$ cat config.mk
export PLATFORM = sky130hd
export DESIGN_NAME = sample_log_ring_with_dump_flat
export DESIGN_NICKNAME = d
export VERILOG_FILES = /design/src/design/slr_pkg.sv /design/src/design/slr_if.sv /design/src/design/sample_log_ring_with_dump.sv /design/src/design/slr_ram.sv /design/src/design/slr_ctrl.sv /design/src/design/slr_dp.sv /design/src/flat_wrapper.sv
export SDC_FILE = /design/constraint.sdc
export NUM_CORES = 1
export LEC_CHECK = 0
export ABC_CLOCK_PERIOD_IN_PS = 3500
export BUFFER_PORTS_ARGS = -buffer_cell sky130_fd_sc_hd__buf_2
export CAP_MARGIN = 0
export CELL_PAD_IN_SITES_DETAIL_PLACEMENT = 0
export CELL_PAD_IN_SITES_GLOBAL_PLACEMENT = 1
export CORE_MARGIN = 4
export CORE_UTILIZATION = 53
export DETAILED_ROUTE_END_ITERATION = 10
export PLACE_DENSITY = 0.76
export SLEW_MARGIN = 20
export SYNTH_ARGS = -nofsm -noshare
export SYNTH_HDL_FRONTEND = slang
export SYNTH_SLANG_ARGS = --single-unit
$ cat constraint.sdc
create_clock -name clk_i -period 3.5 [get_ports clk_i]
set_input_delay 0.525 -clock clk_i [delete_from_list [all_inputs] [get_ports clk_i]]
set_output_delay 0.525 -clock clk_i [all_outputs]
set_load 0.02 [all_outputs]
$ cat src/design/slr_pkg.sv
// Shared types, codes and constants for the sample log ring.
package slr_pkg;

  localparam int LogDepthDef = 16;

  localparam int OpW     = 2;
  localparam int SampleW = 10;
  localparam int ByteW   = 8;
  localparam int MsW     = 10;
  localparam int SecW    = 6;
  localparam int MinW    = 6;
  localparam int HourW   = 5;

  localparam logic [MsW-1:0] MsPerTickRst = MsW'(2);

  localparam int MsPerSecond = 1000;
  localparam int SecPerMin   = 60;
  localparam int MinPerHour  = 60;
  localparam int HoursPerDay = 24;

  localparam logic [ByteW-1:0] FrameData  = ByteW'(2);
  localparam logic [ByteW-1:0] FrameStamp = ByteW'(3);
  localparam logic [ByteW-1:0] StampRst   = ByteW'(255);

  typedef enum logic [OpW-1:0] {
    OP_TICK   = 2'd0,
    OP_SAMPLE = 2'd1,
    OP_DUMP   = 2'd2
  } opcode_e;

  typedef enum logic [2:0] {
    SEL_HDR_DATA,
    SEL_LO,
    SEL_HI,
    SEL_HDR_STAMP,
    SEL_HOUR,
    SEL_MIN,
    SEL_SEC
  } byte_sel_e;

  typedef struct packed {
    logic      tick;
    logic      push;
    logic      pop;
    logic      rd_en;
    logic      load;
    byte_sel_e sel;
    logic      last;
  } cmd_t;

  typedef struct packed {
    logic slot_free;
    logic empty;
  } stat_t;

endpackage

$ cat src/design/slr_if.sv
// Request channels of the sample log ring: input items, dump bytes, tick length writes.
interface slr_in_if;
  logic                        valid;
  logic                        ready;
  logic [slr_pkg::OpW-1:0]     opcode;
  logic [slr_pkg::SampleW-1:0] sample_value;

  modport source(output valid, output opcode, output sample_value, input ready);
  modport sink(input valid, input opcode, input sample_value, output ready);
endinterface

interface slr_out_if;
  logic                      valid;
  logic                      ready;
  logic [slr_pkg::ByteW-1:0] out_byte;
  logic                      last_byte;

  modport source(output valid, output out_byte, output last_byte, input ready);
  modport sink(input valid, input out_byte, input last_byte, output ready);
endinterface

interface slr_cfg_if;
  logic                    valid;
  logic                    ready;
  logic [slr_pkg::MsW-1:0] ms_per_tick;

  modport source(output valid, output ms_per_tick, input ready);
  modport sink(input valid, input ms_per_tick, output ready);
endinterface

$ cat src/design/sample_log_ring_with_dump.sv
// Top level of the sample log ring: channel wiring, controller and datapath.
// Tick, sample and unused-opcode requests leave the state in S_IDLE, so ready stays high.
// A dump holds off input while 4 + 3*N bytes go out (N stored samples), one byte per cycle
// while the sink takes them; an accepted dump goes to S_CHK, which loads the first byte.
// The byte rate is set by the single output register that the dump sequencer fills.
// Reset (rst_ni low, asynchronous) empties the ring, zeroes the clock, sets the stamp to
// 255/255/255 and the tick length to 2 ms; the sample RAM contents are not cleared.
module sample_log_ring_with_dump #(
  parameter int LOG_DEPTH = slr_pkg::LogDepthDef
) (
  input  logic   clk_i,
  input  logic   rst_ni,
  slr_in_if.sink     in_i,
  slr_out_if.source  out_o,
  slr_cfg_if.sink    cfg_i
);

  slr_pkg::cmd_t  cmd;
  slr_pkg::stat_t stat;

  assign cfg_i.ready = 1'b1;

  slr_ctrl u_ctrl (
    .clk_i     (clk_i),
    .rst_ni    (rst_ni),
    .in_valid_i(in_i.valid),
    .opcode_i  (in_i.opcode),
    .in_ready_o(in_i.ready),
    .stat_i    (stat),
    .cmd_o     (cmd)
  );

  slr_dp #(
    .LOG_DEPTH(LOG_DEPTH)
  ) u_dp (
    .clk_i            (clk_i),
    .rst_ni           (rst_ni),
    .cmd_i            (cmd),
    .stat_o           (stat),
    .sample_value_i   (in_i.sample_value),
    .cfg_we_i         (cfg_i.valid),
    .cfg_ms_per_tick_i(cfg_i.ms_per_tick),
    .out_valid_o      (out_o.valid),
    .out_ready_i      (out_o.ready),
    .out_byte_o       (out_o.out_byte),
    .last_byte_o      (out_o.last_byte)
  );

endmodule

$ cat src/design/slr_ram.sv
// Generic single-write, single-read RAM with registered read data.
module slr_ram #(
  parameter int WIDTH = 8,
  parameter int DEPTH = 16,
  localparam int AW   = (DEPTH > 1) ? $clog2(DEPTH) : 1
) (
  input  logic             clk_i,
  input  logic             we_i,
  input  logic [AW-1:0]    waddr_i,
  input  logic [WIDTH-1:0] wdata_i,
  input  logic             re_i,
  input  logic [AW-1:0]    raddr_i,
  output logic [WIDTH-1:0] rdata_o
);

  logic [WIDTH-1:0] mem [DEPTH];
  logic [WIDTH-1:0] rdata_q;

  always_ff @(posedge clk_i) begin
    if (we_i) begin
      mem[waddr_i] <= wdata_i;
    end
    if (re_i) begin
      rdata_q <= mem[raddr_i];
    end
  end

  assign rdata_o = rdata_q;

endmodule

$ cat src/design/slr_ctrl.sv
// Controller: accepts input requests and sequences the dump byte stream.
module slr_ctrl (
  input  logic                    clk_i,
  input  logic                    rst_ni,
  input  logic                    in_valid_i,
  input  logic [slr_pkg::OpW-1:0] opcode_i,
  output logic                    in_ready_o,
  input  slr_pkg::stat_t          stat_i,
  output slr_pkg::cmd_t           cmd_o
);

  typedef enum logic [2:0] {
    S_IDLE,
    S_CHK,
    S_LO,
    S_HI,
    S_HOUR,
    S_MIN,
    S_SEC
  } state_e;

  state_e state_q, state_d;
  logic   accept;

  assign in_ready_o = (state_q == S_IDLE);
  assign accept     = in_valid_i && in_ready_o;

  always_comb begin
    state_d = state_q;
    cmd_o   = '{tick: 1'b0, push: 1'b0, pop: 1'b0, rd_en: 1'b0, load: 1'b0,
                sel: slr_pkg::SEL_HDR_DATA, last: 1'b0};
    unique case (state_q)
      S_IDLE: begin
        if (accept) begin
          unique case (opcode_i)
            slr_pkg::OP_TICK:   cmd_o.tick = 1'b1;
            slr_pkg::OP_SAMPLE: cmd_o.push = 1'b1;
            slr_pkg::OP_DUMP:   state_d = S_CHK;
            default: ;
          endcase
        end
      end
      S_CHK: begin
        if (stat_i.slot_free) begin
          cmd_o.load = 1'b1;
          if (!stat_i.empty) begin
            // fetch the oldest entry while its header byte goes out
            cmd_o.rd_en = 1'b1;
            cmd_o.sel   = slr_pkg::SEL_HDR_DATA;
            state_d     = S_LO;
          end else begin
            cmd_o.sel = slr_pkg::SEL_HDR_STAMP;
            state_d   = S_HOUR;
          end
        end
      end
      S_LO: begin
        if (stat_i.slot_free) begin
          cmd_o.load = 1'b1;
          cmd_o.sel  = slr_pkg::SEL_LO;
          state_d    = S_HI;
        end
      end
      S_HI: begin
        if (stat_i.slot_free) begin
          cmd_o.load = 1'b1;
          cmd_o.sel  = slr_pkg::SEL_HI;
          cmd_o.pop  = 1'b1;
          state_d    = S_CHK;
        end
      end
      S_HOUR: begin
        if (stat_i.slot_free) begin
          cmd_o.load = 1'b1;
          cmd_o.sel  = slr_pkg::SEL_HOUR;
          state_d    = S_MIN;
        end
      end
      S_MIN: begin
        if (stat_i.slot_free) begin
          cmd_o.load = 1'b1;
          cmd_o.sel  = slr_pkg::SEL_MIN;
          state_d    = S_SEC;
        end
      end
      S_SEC: begin
        if (stat_i.slot_free) begin
          cmd_o.load = 1'b1;
          cmd_o.sel  = slr_pkg::SEL_SEC;
          cmd_o.last = 1'b1;
          state_d    = S_IDLE;
        end
      end
      default: state_d = S_IDLE;
    endcase
  end

  always_ff @(posedge clk_i or negedge rst_ni) begin
    if (!rst_ni) begin
      state_q <= S_IDLE;
    end else begin
      state_q <= state_d;
    end
  end

endmodule

$ cat src/design/slr_dp.sv
// Datapath: time-of-day clock, sample stamp, ring pointers, sample RAM, output register.
module slr_dp #(
  parameter int LOG_DEPTH = slr_pkg::LogDepthDef
) (
  input  logic                        clk_i,
  input  logic                        rst_ni,
  input  slr_pkg::cmd_t               cmd_i,
  output slr_pkg::stat_t              stat_o,
  input  logic [slr_pkg::SampleW-1:0] sample_value_i,
  input  logic                        cfg_we_i,
  input  logic [slr_pkg::MsW-1:0]     cfg_ms_per_tick_i,
  output logic                        out_valid_o,
  input  logic                        out_ready_i,
  output logic [slr_pkg::ByteW-1:0]   out_byte_o,
  output logic                        last_byte_o
);

  localparam int IW = (LOG_DEPTH > 1) ? $clog2(LOG_DEPTH) : 1;
  localparam int CW = $clog2(LOG_DEPTH + 1);
  localparam int SW = CW + 1;

  // tick length
  logic [slr_pkg::MsW-1:0] ms_per_tick_q;

  always_ff @(posedge clk_i or negedge rst_ni) begin
    if (!rst_ni) begin
      ms_per_tick_q <= slr_pkg::MsPerTickRst;
    end else if (cfg_we_i) begin
      ms_per_tick_q <= cfg_ms_per_tick_i;
    end
  end

  // time of day
  logic [slr_pkg::MsW-1:0]   millis_q, millis_d;
  logic [slr_pkg::SecW-1:0]  sec_q, sec_d;
  logic [slr_pkg::MinW-1:0]  min_q, min_d;
  logic [slr_pkg::HourW-1:0] hour_q, hour_d;
  logic [slr_pkg::MsW:0]     ms_sum;

  assign ms_sum = {1'b0, millis_q} + {1'b0, ms_per_tick_q};

  always_comb begin
    millis_d = millis_q;
    sec_d    = sec_q;
    min_d    = min_q;
    hour_d   = hour_q;
    if (cmd_i.tick) begin
      if (ms_sum >= (slr_pkg::MsW+1)'(slr_pkg::MsPerSecond)) begin
        // roll over to zero, not by subtracting a second
        millis_d = '0;
        if (sec_q == slr_pkg::SecW'(slr_pkg::SecPerMin - 1)) begin
          sec_d = '0;
          if (min_q == slr_pkg::MinW'(slr_pkg::MinPerHour - 1)) begin
            min_d = '0;
            if (hour_q == slr_pkg::HourW'(slr_pkg::HoursPerDay - 1)) begin
              hour_d = '0;
            end else begin
              hour_d = hour_q + 1'b1;
            end
          end else begin
            min_d = min_q + 1'b1;
          end
        end else begin
          sec_d = sec_q + 1'b1;
        end
      end else begin
        millis_d = ms_sum[slr_pkg::MsW-1:0];
      end
    end
  end

  // stamp of the last sample
  logic [slr_pkg::ByteW-1:0] stamp_hour_q, stamp_min_q, stamp_sec_q;

  always_ff @(posedge clk_i or negedge rst_ni) begin
    if (!rst_ni) begin
      millis_q     <= '0;
      sec_q        <= '0;
      min_q        <= '0;
      hour_q       <= '0;
      stamp_hour_q <= slr_pkg::StampRst;
      stamp_min_q  <= slr_pkg::StampRst;
      stamp_sec_q  <= slr_pkg::StampRst;
    end else begin
      millis_q <= millis_d;
      sec_q    <= sec_d;
      min_q    <= min_d;
      hour_q   <= hour_d;
      if (cmd_i.push) begin
        stamp_hour_q <= slr_pkg::ByteW'(hour_q);
        stamp_min_q  <= slr_pkg::ByteW'(min_q);
        stamp_sec_q  <= slr_pkg::ByteW'(sec_q);
      end
    end
  end

  // ring pointers
  logic [IW-1:0] oldest_q, oldest_d, oldest_next, wr_idx;
  logic [CW-1:0] count_q, count_d;
  logic [SW-1:0] wr_sum;
  logic          full;

  assign full        = (count_q == CW'(LOG_DEPTH));
  assign oldest_next = (oldest_q == IW'(LOG_DEPTH - 1)) ? '0 : oldest_q + 1'b1;

  always_comb begin
    wr_sum = SW'(oldest_q) + SW'(count_q);
    if (wr_sum >= SW'(LOG_DEPTH)) begin
      wr_sum = wr_sum - SW'(LOG_DEPTH);
    end
    wr_idx = full ? oldest_q : wr_sum[IW-1:0];
  end

  always_comb begin
    oldest_d = oldest_q;
    count_d  = count_q;
    if (cmd_i.push) begin
      if (full) begin
        // overwrite the oldest entry
        oldest_d = oldest_next;
      end else begin
        count_d = count_q + 1'b1;
      end
    end else if (cmd_i.pop) begin
      oldest_d = oldest_next;
      count_d  = count_q - 1'b1;
    end
  end

  always_ff @(posedge clk_i or negedge rst_ni) begin
    if (!rst_ni) begin
      oldest_q <= '0;
      count_q  <= '0;
    end else begin
      oldest_q <= oldest_d;
      count_q  <= count_d;
    end
  end

  logic [slr_pkg::SampleW-1:0] rdata;

  slr_ram #(
    .WIDTH(slr_pkg::SampleW),
    .DEPTH(LOG_DEPTH)
  ) u_ram (
    .clk_i  (clk_i),
    .we_i   (cmd_i.push),
    .waddr_i(wr_idx),
    .wdata_i(sample_value_i),
    .re_i   (cmd_i.rd_en),
    .raddr_i(oldest_q),
    .rdata_o(rdata)
  );

  // output register
  logic                      out_valid_q;
  logic [slr_pkg::ByteW-1:0] out_byte_q, byte_mux;
  logic                      out_last_q;

  always_comb begin
    case (cmd_i.sel)
      slr_pkg::SEL_HDR_DATA:  byte_mux = slr_pkg::FrameData;
      slr_pkg::SEL_LO:        byte_mux = rdata[7:0];
      slr_pkg::SEL_HI:        byte_mux = slr_pkg::ByteW'(rdata[slr_pkg::SampleW-1:8]);
      slr_pkg::SEL_HDR_STAMP: byte_mux = slr_pkg::FrameStamp;
      slr_pkg::SEL_HOUR:      byte_mux = stamp_hour_q;
      slr_pkg::SEL_MIN:       byte_mux = stamp_min_q;
      slr_pkg::SEL_SEC:       byte_mux = stamp_sec_q;
      default:                byte_mux = '0;
    endcase
  end

  always_ff @(posedge clk_i or negedge rst_ni) begin
    if (!rst_ni) begin
      out_valid_q <= 1'b0;
    end else if (cmd_i.load) begin
      out_valid_q <= 1'b1;
    end else if (out_ready_i) begin
      out_valid_q <= 1'b0;
    end
  end

  always_ff @(posedge clk_i) begin
    if (cmd_i.load) begin
      out_byte_q <= byte_mux;
      out_last_q <= cmd_i.last;
    end
  end

  assign out_valid_o      = out_valid_q;
  assign out_byte_o       = out_byte_q;
  assign last_byte_o      = out_last_q;
  assign stat_o.slot_free = !out_valid_q || out_ready_i;
  assign stat_o.empty     = (count_q == '0);

endmodule

$ cat src/flat_wrapper.sv
// flat-port wrapper written by rule: the top's interface ports become plain ports
module sample_log_ring_with_dump_flat 
#(
  parameter int LOG_DEPTH = slr_pkg::LogDepthDef
)
  (clk_i, rst_ni, in_i_valid, in_i_opcode, in_i_sample_value, in_i_ready, out_o_valid, out_o_out_byte, out_o_last_byte, out_o_ready, cfg_i_valid, cfg_i_ms_per_tick, cfg_i_ready);
  slr_in_if in_i_i ();
  slr_out_if out_o_i ();
  slr_cfg_if cfg_i_i ();
  input  logic clk_i;
  input  logic rst_ni;
  input wire logic [$bits(in_i_i.valid)-1:0] in_i_valid;
  input wire logic [$bits(in_i_i.opcode)-1:0] in_i_opcode;
  input wire logic [$bits(in_i_i.sample_value)-1:0] in_i_sample_value;
  output wire logic [$bits(in_i_i.ready)-1:0] in_i_ready;
  output wire logic [$bits(out_o_i.valid)-1:0] out_o_valid;
  output wire logic [$bits(out_o_i.out_byte)-1:0] out_o_out_byte;
  output wire logic [$bits(out_o_i.last_byte)-1:0] out_o_last_byte;
  input wire logic [$bits(out_o_i.ready)-1:0] out_o_ready;
  input wire logic [$bits(cfg_i_i.valid)-1:0] cfg_i_valid;
  input wire logic [$bits(cfg_i_i.ms_per_tick)-1:0] cfg_i_ms_per_tick;
  output wire logic [$bits(cfg_i_i.ready)-1:0] cfg_i_ready;
  assign in_i_i.valid = in_i_valid;
  assign in_i_i.opcode = in_i_opcode;
  assign in_i_i.sample_value = in_i_sample_value;
  assign in_i_ready = in_i_i.ready;
  assign out_o_valid = out_o_i.valid;
  assign out_o_out_byte = out_o_i.out_byte;
  assign out_o_last_byte = out_o_i.last_byte;
  assign out_o_i.ready = out_o_ready;
  assign cfg_i_i.valid = cfg_i_valid;
  assign cfg_i_i.ms_per_tick = cfg_i_ms_per_tick;
  assign cfg_i_ready = cfg_i_i.ready;
  sample_log_ring_with_dump #(.LOG_DEPTH(LOG_DEPTH)) u_core (.clk_i(clk_i), .rst_ni(rst_ni), .in_i(in_i_i), .out_o(out_o_i), .cfg_i(cfg_i_i));
endmodule
## Yosys cells after proc, flatten, opt, wreduce, memory -nomap -nowiden

Memory sizes are Yosys's and may differ from the RTL's. A register that Yosys moved wholly into a read port is not among the register bits.
Index checks and enable logic that the tools add are counted.

- Add/sub/neg operators: 9
- $lt $le $gt $ge: 2
- Equality and inequality tests: 29
- Muxes and demuxes: 44
- Reductions and logical operators: 15

Operators by type and width:

| kind | number |
|---|---|
| case mux 8 bit (7 select lines) | 1 |
| two-way mux 4 bit | 10 |
| two-way mux 5 bit | 6 |
| two-way mux 3 bit | 9 |
| case mux 4 bit (6 select lines) | 1 |
| case mux 3 bit (7 select lines) | 1 |
| equality test 3 bit, second input constant | 6 |
| inequality test 2 x 1 -> 1 bit, second input constant | 8 |
| adder 6 x 1 -> 6 bit, second input constant | 2 |
| equality test 3 x 2 -> 1 bit, second input constant | 4 |
| equality test 6 bit, second input constant | 2 |
| two-way mux 6 bit | 2 |
| adder 10 x 10 -> 11 bit | 1 |
| greater-or-equal comparator 11 x 10 -> 1 bit, second input constant | 1 |
| adder 5 x 1 -> 5 bit, second input constant | 2 |
| equality test 5 bit, second input constant | 2 |
| two-way mux 1 bit | 10 |
| two-way mux 10 bit | 1 |
| AND reduction 8 bit | 1 |
| adder 4 x 5 -> 6 bit | 1 |
| equality test 3 x 1 -> 1 bit, second input constant | 2 |
| greater-or-equal comparator 6 x 5 -> 1 bit, second input constant | 1 |
| logical NOT 3 bit | 2 |
| two-way mux 2 bit | 3 |
| other kinds (16) | 20 |

- Register bits after elaboration: 83
- Bits in writable memories: 160
- Output and inout bits: 12
- Logic and storage cells: 114
- Memories: 1

Memories:

| memory | depth | bits a word | rd ports | clocked after Yosys merged registers in | write ports | line | text |
|---|---|---|---|---|---|---|---|
| u_core.u_dp.u_ram.mem | 16 | 10 | 1 | 1 | 1 | slr_ram.sv:16 | `logic [WIDTH-1:0] mem [DEPTH];` |

## Logic depth before layout (Yosys ltp)

Gate-level depths: netlist of run 1.

- Depth after elaboration: 6
- Mapped depth: 11
- Depth with buffers taken out: 9

## Modules after synthesis

From an unflattened synthesis of run 1, not the netlist that was laid out.

- Cells, all modules: 710
- Area, all modules: 10,925.5 um^2

By module, submodules not included:

| module | instances | cells an instance | area each (um^2) | seq. area each (um^2) |
|---|---|---|---|---|
| slr_ram | 1 | 279 | 6,453.7 | 5,104.9 |
| slr_dp | 1 | 388 | 4,164.0 | 1,920.6 |
| slr_ctrl | 1 | 41 | 296.5 | 75.1 |
| sample_log_ring_with_dump | 1 | 2 | 11.3 | 0.0 |

## Worst setup path before layout of run 1

OpenSTA, ideal clock, no wires.

- Path kind: reg-to-reg
- Start: register u_core.u_ctrl.state_q[0]
- End: register u_core.u_dp.count_q[4]
- Setup time: 0.123 ns
- Data arrival time: 2.800 ns
- Data required time: 3.377 ns
- Slack: 0.578 ns
- Cell stages (with the launch flop): 12
- Period minus slack after synthesis: 2.922 ns
- Path through: dfrtp_1 -> clkbuf_1 -> or3_1 -> inv_1 -> nand4b_1 -> clkbuf_1 -> fa_1 -> a21o_1 -> a21oi_1 -> xnor2_1 -> nand2_1 -> xnor2_1

- Longest elaborated chain between the ends: 6
- Elaborated cells between the ends (all ways): 10
- Those cells by class: eq/ne: 2; mux: 4; reduce/logical: 4

Ends and longest elaborated chain:

| element | line | text |
|---|---|---|
| from (decl) | slr_ctrl.sv:22 | `state_e state_q, state_d;` |
| from (signal assigned) | slr_ctrl.sv:102 | `state_q <= state_d;` |
| logical NOT 3 bit (*) | slr_ctrl.sv:25 | `assign in_ready_o = (state_q == S_IDLE);` |
| net in_i_ready | flat_wrapper.sv:15 | `output wire logic [$bits(in_i_i.ready)-1:0] in_i_ready;` |
| logical AND 1 bit | slr_ctrl.sv:26 | `assign accept = in_valid_i && in_ready_o;` |
| two-way mux 2 bit | slr_ctrl.sv:34 | `if (accept) begin` |
| two-way mux 2 bit (*) | slr_ctrl.sv:32 | `unique case (state_q)` |
| inequality test 2 bit (no source line) / nonzero test 2 bit (equally long branches) | n/a |  |
| AND reduction 2 bit (no source line) | n/a |  |
| to (signal assigned) | slr_dp.sv:136 | `count_q <= count_d;` |
| to (decl) | slr_dp.sv:99 | `logic [CW-1:0] count_q, count_d;` |

Mark *: on every way through the listed nets, which the timed path passes. The rest lies on a longest branch.
A chain may end at the register's enable or synchronous reset.

## Worst setup path after layout of run 1

- Start: register u_core.u_dp.ms_per_tick_q[0] (netlist bit)
- End: register u_core.u_dp.min_q[1] (netlist bit)

- Longest elaborated chain between the ends: 3

Ends and longest elaborated chain:

| element | line | text |
|---|---|---|
| from (decl) | slr_dp.sv:23 | `logic [slr_pkg::MsW-1:0] ms_per_tick_q;` |
| from (signal assigned) | slr_dp.sv:27 | `ms_per_tick_q <= slr_pkg::MsPerTickRst;` |
| from (signal assigned) | slr_dp.sv:29 | `ms_per_tick_q <= cfg_ms_per_tick_i;` |
| adder 10 x 10 -> 11 bit | slr_dp.sv:40 | `assign ms_sum = {1'b0, millis_q} + {1'b0, ms_per_tick_q};` |
| greater-or-equal comparator 11 x 10 -> 1 bit | slr_dp.sv:48 | `if (ms_sum >= (slr_pkg::MsW+1)'(slr_pkg::MsPerSecond)) begin` |
| AND reduction 3 bit (no source line) | n/a |  |
| to (signal assigned) | slr_dp.sv:87 | `min_q <= min_d;` |
| to (decl) | slr_dp.sv:36 | `logic [slr_pkg::MinW-1:0] min_q, min_d;` |

Every way passes these cells.

==> key figures, run 1 <==
STA
  – Worst-margin pin slew: 0.843 ns
  – Post-route minimum period: around 3.1 ns
  – Setup TNS: 0 ns
  – Final slew viol count: 0
  – Setup Skew: 0.0227 ns
  – Worst rel slew slack: 43.8%
  – Final Hold Violating Endpoints: 0
  – Period utilization: 90.0%
  – FMAX: around 0.32 GHz
  – Worst hold slack: 0.0853 ns
  – RSZ-0062 raised after global routing: false
  – Endpoints failing setup: 0

Global routing
  – GRT Resource Usage Total: roughly a fifth
  – Largest net degree at the start of global routing: 46
  – First-pass GRT wire length: 33,800 um
  – Initial antenna violation count: 0
  – Remaining Overflow, GRT: 0
  – Vias in the first global route: 6,165

Pwr
  – P per Cell Area: between 700 and 800 mW/mm2
  – VDD IR max: ~0.62 mV
  – P_leak: around 4.5 nW

Worst setup path
  – Kind of critical path: reg2reg
  – Worst setup path startpoint: u_core.u_dp.ms_per_tick_q[0]$_DFFE_PN0P_
  – Path depth of the worst reg2reg path: 10
  – Flop-to-flop setup slack: between 0.3 and 0.4 ns
  – Reg2reg end: u_core.u_dp.min_q[1]$_DFFE_PN0P_
  – Worst EP arrival: 3.56 ns
  – Max FO, Critical Path: 20
  – R2r startpoint: u_core.u_dp.ms_per_tick_q[0]$_DFFE_PN0P_
  – CP Capture Type: flop
  – CP Launch Type: flop
  – Critical Path RT: 3.91 ns
  – CP endpoint: u_core.u_dp.min_q[1]$_DFFE_PN0P_

Final layout
  – Fraction of layout cells with a size suffix above 1: 25.2%
  – Ant diodes: 0
  – Area delta synth->final: 13.5%
  – Util after Layout: 61.9%
  – Nets: 817
  – Final cell count without fillers: 1,052

Placed design
  – GPL Wtd Cong: 0.854
  – HPWL after DPL: ~14,000 um
  – Placed instance count: 1,004
  – IO buf count: 37

Yosys
  – Mapped Area: 0.0107 mm2
  – Primary FF master, synth: edfxtp_1
  – Post-synth top area share: 50.1%
  – Mux contribution to synthesized area: between 10% and 20%
  – Leading area contributor after synthesis: edfxtp_1
  – Post-synth EDFFs: 179
  – Post-Syn Instances: roughly 700
  – Async SR Flop Fraction: 27.5%
  – Largest cells by area after synthesis: edfxtp_1, dfrtp_1, mux4_2, dfstp_2, nand2_1
  – Synth cell types: 63
  – Post-synthesis compound-gate area fraction: a little over 6%
  – Adder-Cell Fraction of Synth Area: 2.89%
  – Sequential-to-total area share from yosys stat: 66.2%
  – YS warnings: 0
  – Number of synthesized register bits: 247
  – Syn avg cell area: ~15 um2
  – Syn_nets: 751
  – Synth Area in XOR/XNOR: 0.898%
  – Synth Area in Simple Gates: under 10%
  – Largest family of logic cells by synthesized area: multiplexers

Clock network
  – Reg clk slew, reported paths: 0.06 ns
  – Root Buffer Master: clkbuf_16
  – H-tree Lvls: 1
  – TritonCTS buffer count: 26
  – Sink Count: between 200 and 250
  – Clock buffer depth: 3
  – Post-cts repair resize count: 0
  – TritonCTS clock tree: built
  – Cts-stage hold buffer count: 0
  – Postcts setup bufs: 0
  – Clock Latency Late Sink: 0.55 ns

Floorplanning
  – Core area: 0.0197 mm2
  – Die Span Y: between 150 and 200 um
  – Die X: 150 um
  – Std cell rows: 51
  – Die footprint: 0.0226 mm2
  – Starting density of the core: 54.6%
  – I/O pin total: 39

Detailed routing
  – Final ANT Viol Nets: 0
  – Drt wl/cell: 19.8 um
  – Vias: ~6,000
  – Detailed Route WL: 20,800 um
  – Initial DRC Count: 391
  – Vias/cell: 5.79
  – DRC Markers: 0
  – DR pass1 iterations: 5

Status
  – Status: completed

Run
  – # Max-Cap Violations: 0

Worst hold path
  – Worst min path class: in2async
## stage by stage
stage / total power [mW] / setup slack (ns) / instance area (um2)
floorplan: 6.06 / 0.578 / 10700
global placement: 6.79 / 0.510 / 11400
detailed placement: 6.88 / 0.398 / 11400
CTS: 9.45 / 0.382 / 12200
global route: 9.92 / 0.218 / 12200
finish: 9.36 / 0.351 / 12200
## final cells by class
cell class | count | area [um2]
fillers | 1512 | 7480
flip-flops and latches | 247 | 7100
multi-input cells | 410 | 3460
clock buffers | 42 | 751
repair buffers | 69 | 425
well taps | 265 | 332
clock inverters | 6 | 57.6
inverters | 13 | 48.8
## worst min path at each step
| stage | start | end | slack [ns] | depth (start not counted) |
|---|---|---|---|---|
| after global routing | rst_ni | u_core.u_dp.ms_per_tick_q[4]$_DFFE_PN0P_ | 0.14 | 1 |
| final | rst_ni | u_core.u_dp.ms_per_tick_q[3]$_DFFE_PN0P_ | 0.09 | 1 |
| after CTS | rst_ni | u_core.u_dp.sec_q[1]$_DFFE_PN0P_ | 0.09 | 1 |
| after floorplan | rst_ni | u_core.u_ctrl.state_q[0]$_DFFE_PN0P_ | 0.23 | 0 |
| after global placement | u_core.u_dp.stamp_hour_q[1]$_DFFE_PN1P_ | u_core.u_dp.stamp_hour_q[1]$_DFFE_PN1P_ | 0.45 | 2 |
| after detailed placement | u_core.u_dp.stamp_sec_q[2]$_DFFE_PN1P_ | u_core.u_dp.stamp_sec_q[2]$_DFFE_PN1P_ | 0.45 | 2 |
## per-layer routing
layer / GRT usage (%) / vias up / wire (um)
li1: - / 2822 / -
met1: 27.5 / 3086 / 9220
met2: 31.1 / 153 / 10100
met3: 3.43 / 34 / 1030
met4: 4.57 / 0 / 434
met5: 0 / - / 0
## sequential cells by signal, indices dropped and copies added, names as in the netlist
name / flops
u_core.u_ctrl.state_q: 3
u_core.u_dp.count_q: 5
u_core.u_dp.hour_q: 5
u_core.u_dp.last_byte_o: 1
u_core.u_dp.millis_q: 10
u_core.u_dp.min_q: 6
u_core.u_dp.ms_per_tick_q: 10
u_core.u_dp.oldest_q: 4
u_core.u_dp.out_byte_o: 8
u_core.u_dp.out_valid_o: 1
u_core.u_dp.sec_q: 6
u_core.u_dp.stamp_hour_q: 6
u_core.u_dp.stamp_min_q: 6
u_core.u_dp.stamp_sec_q: 6
u_core.u_dp.u_ram.mem: 160
u_core.u_dp.u_ram.rdata_o: 10
## critical path, stage by stage, from the launching register on
cell,delay (ns)
dfrtp_1,0.38
ha_1,0.25
fa_1,0.45
a21o_1,0.23
a311o_1,0.41
a21boi_2,0.16
o211ai_1,0.15
o31ai_2,0.24
buf_4,0.28
nand2_1,0.15
mux2_1,0.34
## Yosys cell counts, types with 4 or more instances
cell type	n
edfxtp_1	179
nand2_1	87
mux4_2	50
dfrtp_1	49
nor2_1	39
clkbuf_1	22
o21ai_0	21
a21oi_1	20
ha_1	20
dfstp_2	19
nand3_1	17
mux2_2	13
inv_1	12
mux2i_1	10
mux2_1	9
xnor2_1	8
a31oi_1	7
nand4_1	7
a21o_1	6
nand2b_1	6
nor2b_1	6
or3_1	6
a32o_1	5
o22ai_1	5
a22o_1	4
and3_1	4
buf_1	4
o211ai_1	4
o21ai_1	4
o31ai_1	4
## report_power, final
group	internal [mW]	switching [mW]	total [mW]
sequential	3.54	0.202	3.74
combinational	1.35	1.72	3.07
clock	1.47	1.08	2.55
## cell families (layout without fill, tap and decap cells)
kind of cell	count (synthesis)	in the layout
flops	247	247
simple gates	193	193
compound gates	100	100
mux	82	82
buf+inv	44	130
fa+ha+maj	23	23
xor+xnor	11	11
other cells	1	1
## cells in the final DEF, fill, tap and decap left out, types with 13 or more instances in the layout
cell and n:
edfxtp_1 179, nand2_1 87, mux4_2 50, dfrtp_1 47, nor2_1 39, buf_2 37, buf_4 32, clkbuf_16 26
o21ai_0 21, a21oi_1 20, ha_1 20, dfstp_2 19, nand3_1 17, mux2_2 13
Note: power is estimated with default switching activity, not from simulation.
==> run 2, diff against run 1 <==
--- a/config.mk
+++ b/config.mk
@@ -14,6 +14,7 @@
 export CORE_UTILIZATION = 53
 export DETAILED_ROUTE_END_ITERATION = 10
 export PLACE_DENSITY = 0.76
+export RECOVER_POWER = 25
 export SLEW_MARGIN = 20
 export SYNTH_ARGS = -nofsm -noshare
 export SYNTH_HDL_FRONTEND = slang
==> key figures, run 2 (synthesis results as in run 1) <==
Final layout
  – Area delta synth->final: 13.4% (about the same)
  – Biggest register: u_core.u_dp.u_ram.mem
  – Max reg flops: 160 (unchanged)
  – Fraction of layout cells with a size suffix above 1: 24.0% (-1.1 points)
  – Commonest non-fill, non-tap cells in the layout: edfxtp_1, nand2_1, mux4_2
  – Nets: 817 (unchanged)
  – Ant diodes: 0 (unchanged)
  – Util after Layout: 61.9% (about the same)
  – Commonest non-fill, non-tap cell in the layout: edfxtp_1

Clock network
  – Post-cts repair resize count: 0 (unchanged)
  – Reg clk slew, reported paths: 0.06 ns (about the same)
  – Sink Count: 247 (unchanged)
  – TritonCTS buffer count: 26 (unchanged)
  – Postcts setup bufs: 0 (unchanged)
  – Clock Latency Late Sink: 0.55 ns (about the same)
  – Clock buffer depth: 3 (unchanged)
  – Cts-stage hold buffer count: 0 (unchanged)
  – Root Buffer Master: clkbuf_16
  – H-tree Lvls: 1 (unchanged)
  – TritonCTS clock tree: built

Worst setup path
  – CP Capture Type: flop
  – Crit path max-delay cell type: fa_1
  – Critical Path RT: 3.91 ns (about the same)
  – Worst path cell trace: ha_1 > fa_1 > a21o_1 > a311o_1 > a21boi_2 > o211ai_1 > o31ai_2 > buf_4 > nand2_1 > mux2_1
  – Worst EP arrival: 3.56 ns (about the same)
  – Kind of critical path: reg2reg
  – Max FO, Critical Path: 20 (unchanged)
  – Max stage delay on crit path: 0.45 ns (about the same)
  – CP Launch Type: flop

Global routing
  – Vias in the first global route: 6,165 (unchanged)
  – First-pass GRT wire length: 33,800 um (unchanged)
  – Largest net degree at the start of global routing: 46 (unchanged)
  – Initial antenna violation count: 0 (unchanged)
  – Remaining Overflow, GRT: 0 (unchanged)
  – GRT Resource Usage Total: 19.2% (unchanged)

STA
  – Period utilization: 90.0% (about the same)
  – Worst-margin pin slew: 0.831 ns (-0.0124 ns)
  – Setup TNS: 0 ns (unchanged)
  – FMAX: 0.318 GHz (about the same)
  – Final Hold Violating Endpoints: 0 (unchanged)
  – RSZ-0062 raised after global routing: false
  – Post-route minimum period: 3.15 ns (+0.000398 ns)
  – Worst rel slew slack: 44.6% (+0.82 points)
  – Setup Skew: 0.0218 ns (-0.000843 ns)
  – Final slew viol count: 0 (unchanged)
  – Endpoints failing setup: 0 (unchanged)

Pwr
  – Sequential power share: 39.9% (about the same)
  – P per Cell Area: 770 mW/mm2 (about the same)
  – Clock power share: 27.3% (about the same)
  – Logic pwr share: 32.8% (about the same)
  – Sw frac: 32.1% (about the same)
  – Pint: 6.36 mW (about the same)
  – Sw power: 3.00 mW (about the same)
  – P_leak: 4.45 nW (-0.55%)
  – VDD IR max: 0.618 mV (about the same)

Floorplanning
  – Die Span Y: 150 um (unchanged)
  – Die footprint: 0.0226 mm2 (unchanged)
  – Die X: 150 um (unchanged)
  – Std cell rows: 51 (unchanged)
  – Core area: 0.0197 mm2 (unchanged)
  – Starting density of the core: 54.6% (unchanged)
  – I/O pin total: 39 (unchanged)

Detailed routing
  – Vias/cell: 5.79 (about the same)
  – Vias: 6,093 (-0.033%)
  – DR pass1 iterations: 5 (unchanged)
  – Final ANT Viol Nets: 0 (unchanged)
  – Drt wl/cell: 19.8 um (about the same)
  – Initial DRC Count: 420 (+7.4%)
  – Detailed Route WL: 20,800 um (about the same)
  – DRC Markers: 0 (unchanged)

Placed design
  – IO buf count: 37 (unchanged)
  – HPWL after DPL: 14,000 um (unchanged)
  – GPL Wtd Cong: 0.854 (unchanged)

Status
  – Status: completed

Run
  – # Max-Cap Violations: 0 (unchanged)

Worst hold path
  – Worst min path class: in2async
run 2: cell count changes in the layout (fill, tap and decap cells not counted), sizes merged:
cell    change
buf         -9
clkbuf      +9
run 2: final timing paths:
path	start	to	slack (ns)	depth (start not counted)
hold / removal	rst_ni	u_core.u_dp.ms_per_tick_q[3]$_DFFE_PN0P_	0.09	1
setup reg to reg	u_core.u_dp.ms_per_tick_q[0]$_DFFE_PN0P_	u_core.u_dp.min_q[1]$_DFFE_PN0P_	0.35	10
max in group asynchronous	rst_ni	u_core.u_dp.stamp_min_q[3]$_DFFE_PN1P_	2.40	2
setup / recovery	u_core.u_dp.ms_per_tick_q[0]$_DFFE_PN0P_	u_core.u_dp.min_q[1]$_DFFE_PN0P_	0.35	10
min in group clk_i	cfg_i_ms_per_tick[3]	u_core.u_dp.ms_per_tick_q[3]$_DFFE_PN0P_	0.21	2
hold reg to reg	u_core.u_dp.stamp_sec_q[5]$_DFFE_PN1P_	u_core.u_dp.stamp_sec_q[5]$_DFFE_PN1P_	0.46	2
run 2: worst max-delay path, delay by kind of cell, from the launching register on:
family / cells / cell delay, ns
AOI/OAI and AO/OA: 5 / 1.19
adders and majority gates: 2 / 0.70
DFF: 1 / 0.38
muxes: 1 / 0.34
buffers and inverters: 1 / 0.28
and+or+nand+nor: 1 / 0.15
run 2: area by class of cell:
type	instances	area [um2]
Clock buffer	42	751
Clock inverter	6	57.6
Fill cell	1515	7490
Inverter	13	48.8
Multi-Input combinational cell	410	3460
Sequential cell	247	7100
Tap cell	265	332
Timing Repair Buffer	69	414
run 2: power groups by stage:
stage	sequential (mW)	clock, mW	combinational (mW)
6_report	3.74	2.55	3.07
3_5_place_dp	3.80	0	3.08
2_1_floorplan	3.78	0	2.28
3_3_place_gp	3.79	0	3.00
5_1_grt	3.78	2.75	3.38
4_1_cts	3.74	2.62	3.09
run 2: routing by layer:
metal | wire length [um] | GRT usage (%) | share of wire, %
met1 | 9140 | 27.5 | 44
met2 | 10200 | 31.1 | 49
met3 | 1090 | 3.43 | 5.2
met4 | 434 | 4.57 | 2.1
met5 | 0 | 0 | 0
run 2: stage by stage:
stage | worst slack, ns | cell area [um2] | std cells | power (mW) | hold WS (ns)
6_report | 0.351 | 12200 | 1052 | 9.36 | 0.0852
5_1_grt | 0.218 | 12200 | 1052 | 9.91 | 0.145
4_1_cts | 0.382 | 12200 | 1052 | 9.45 | 0.0895
3_5_place_dp | 0.398 | 11400 | 1004 | 6.88 | 0.449
3_3_place_gp | 0.510 | 11400 | 1004 | 6.79 | 0.450
2_1_floorplan | 0.578 | 10700 | 701 | 6.06 | 0.229
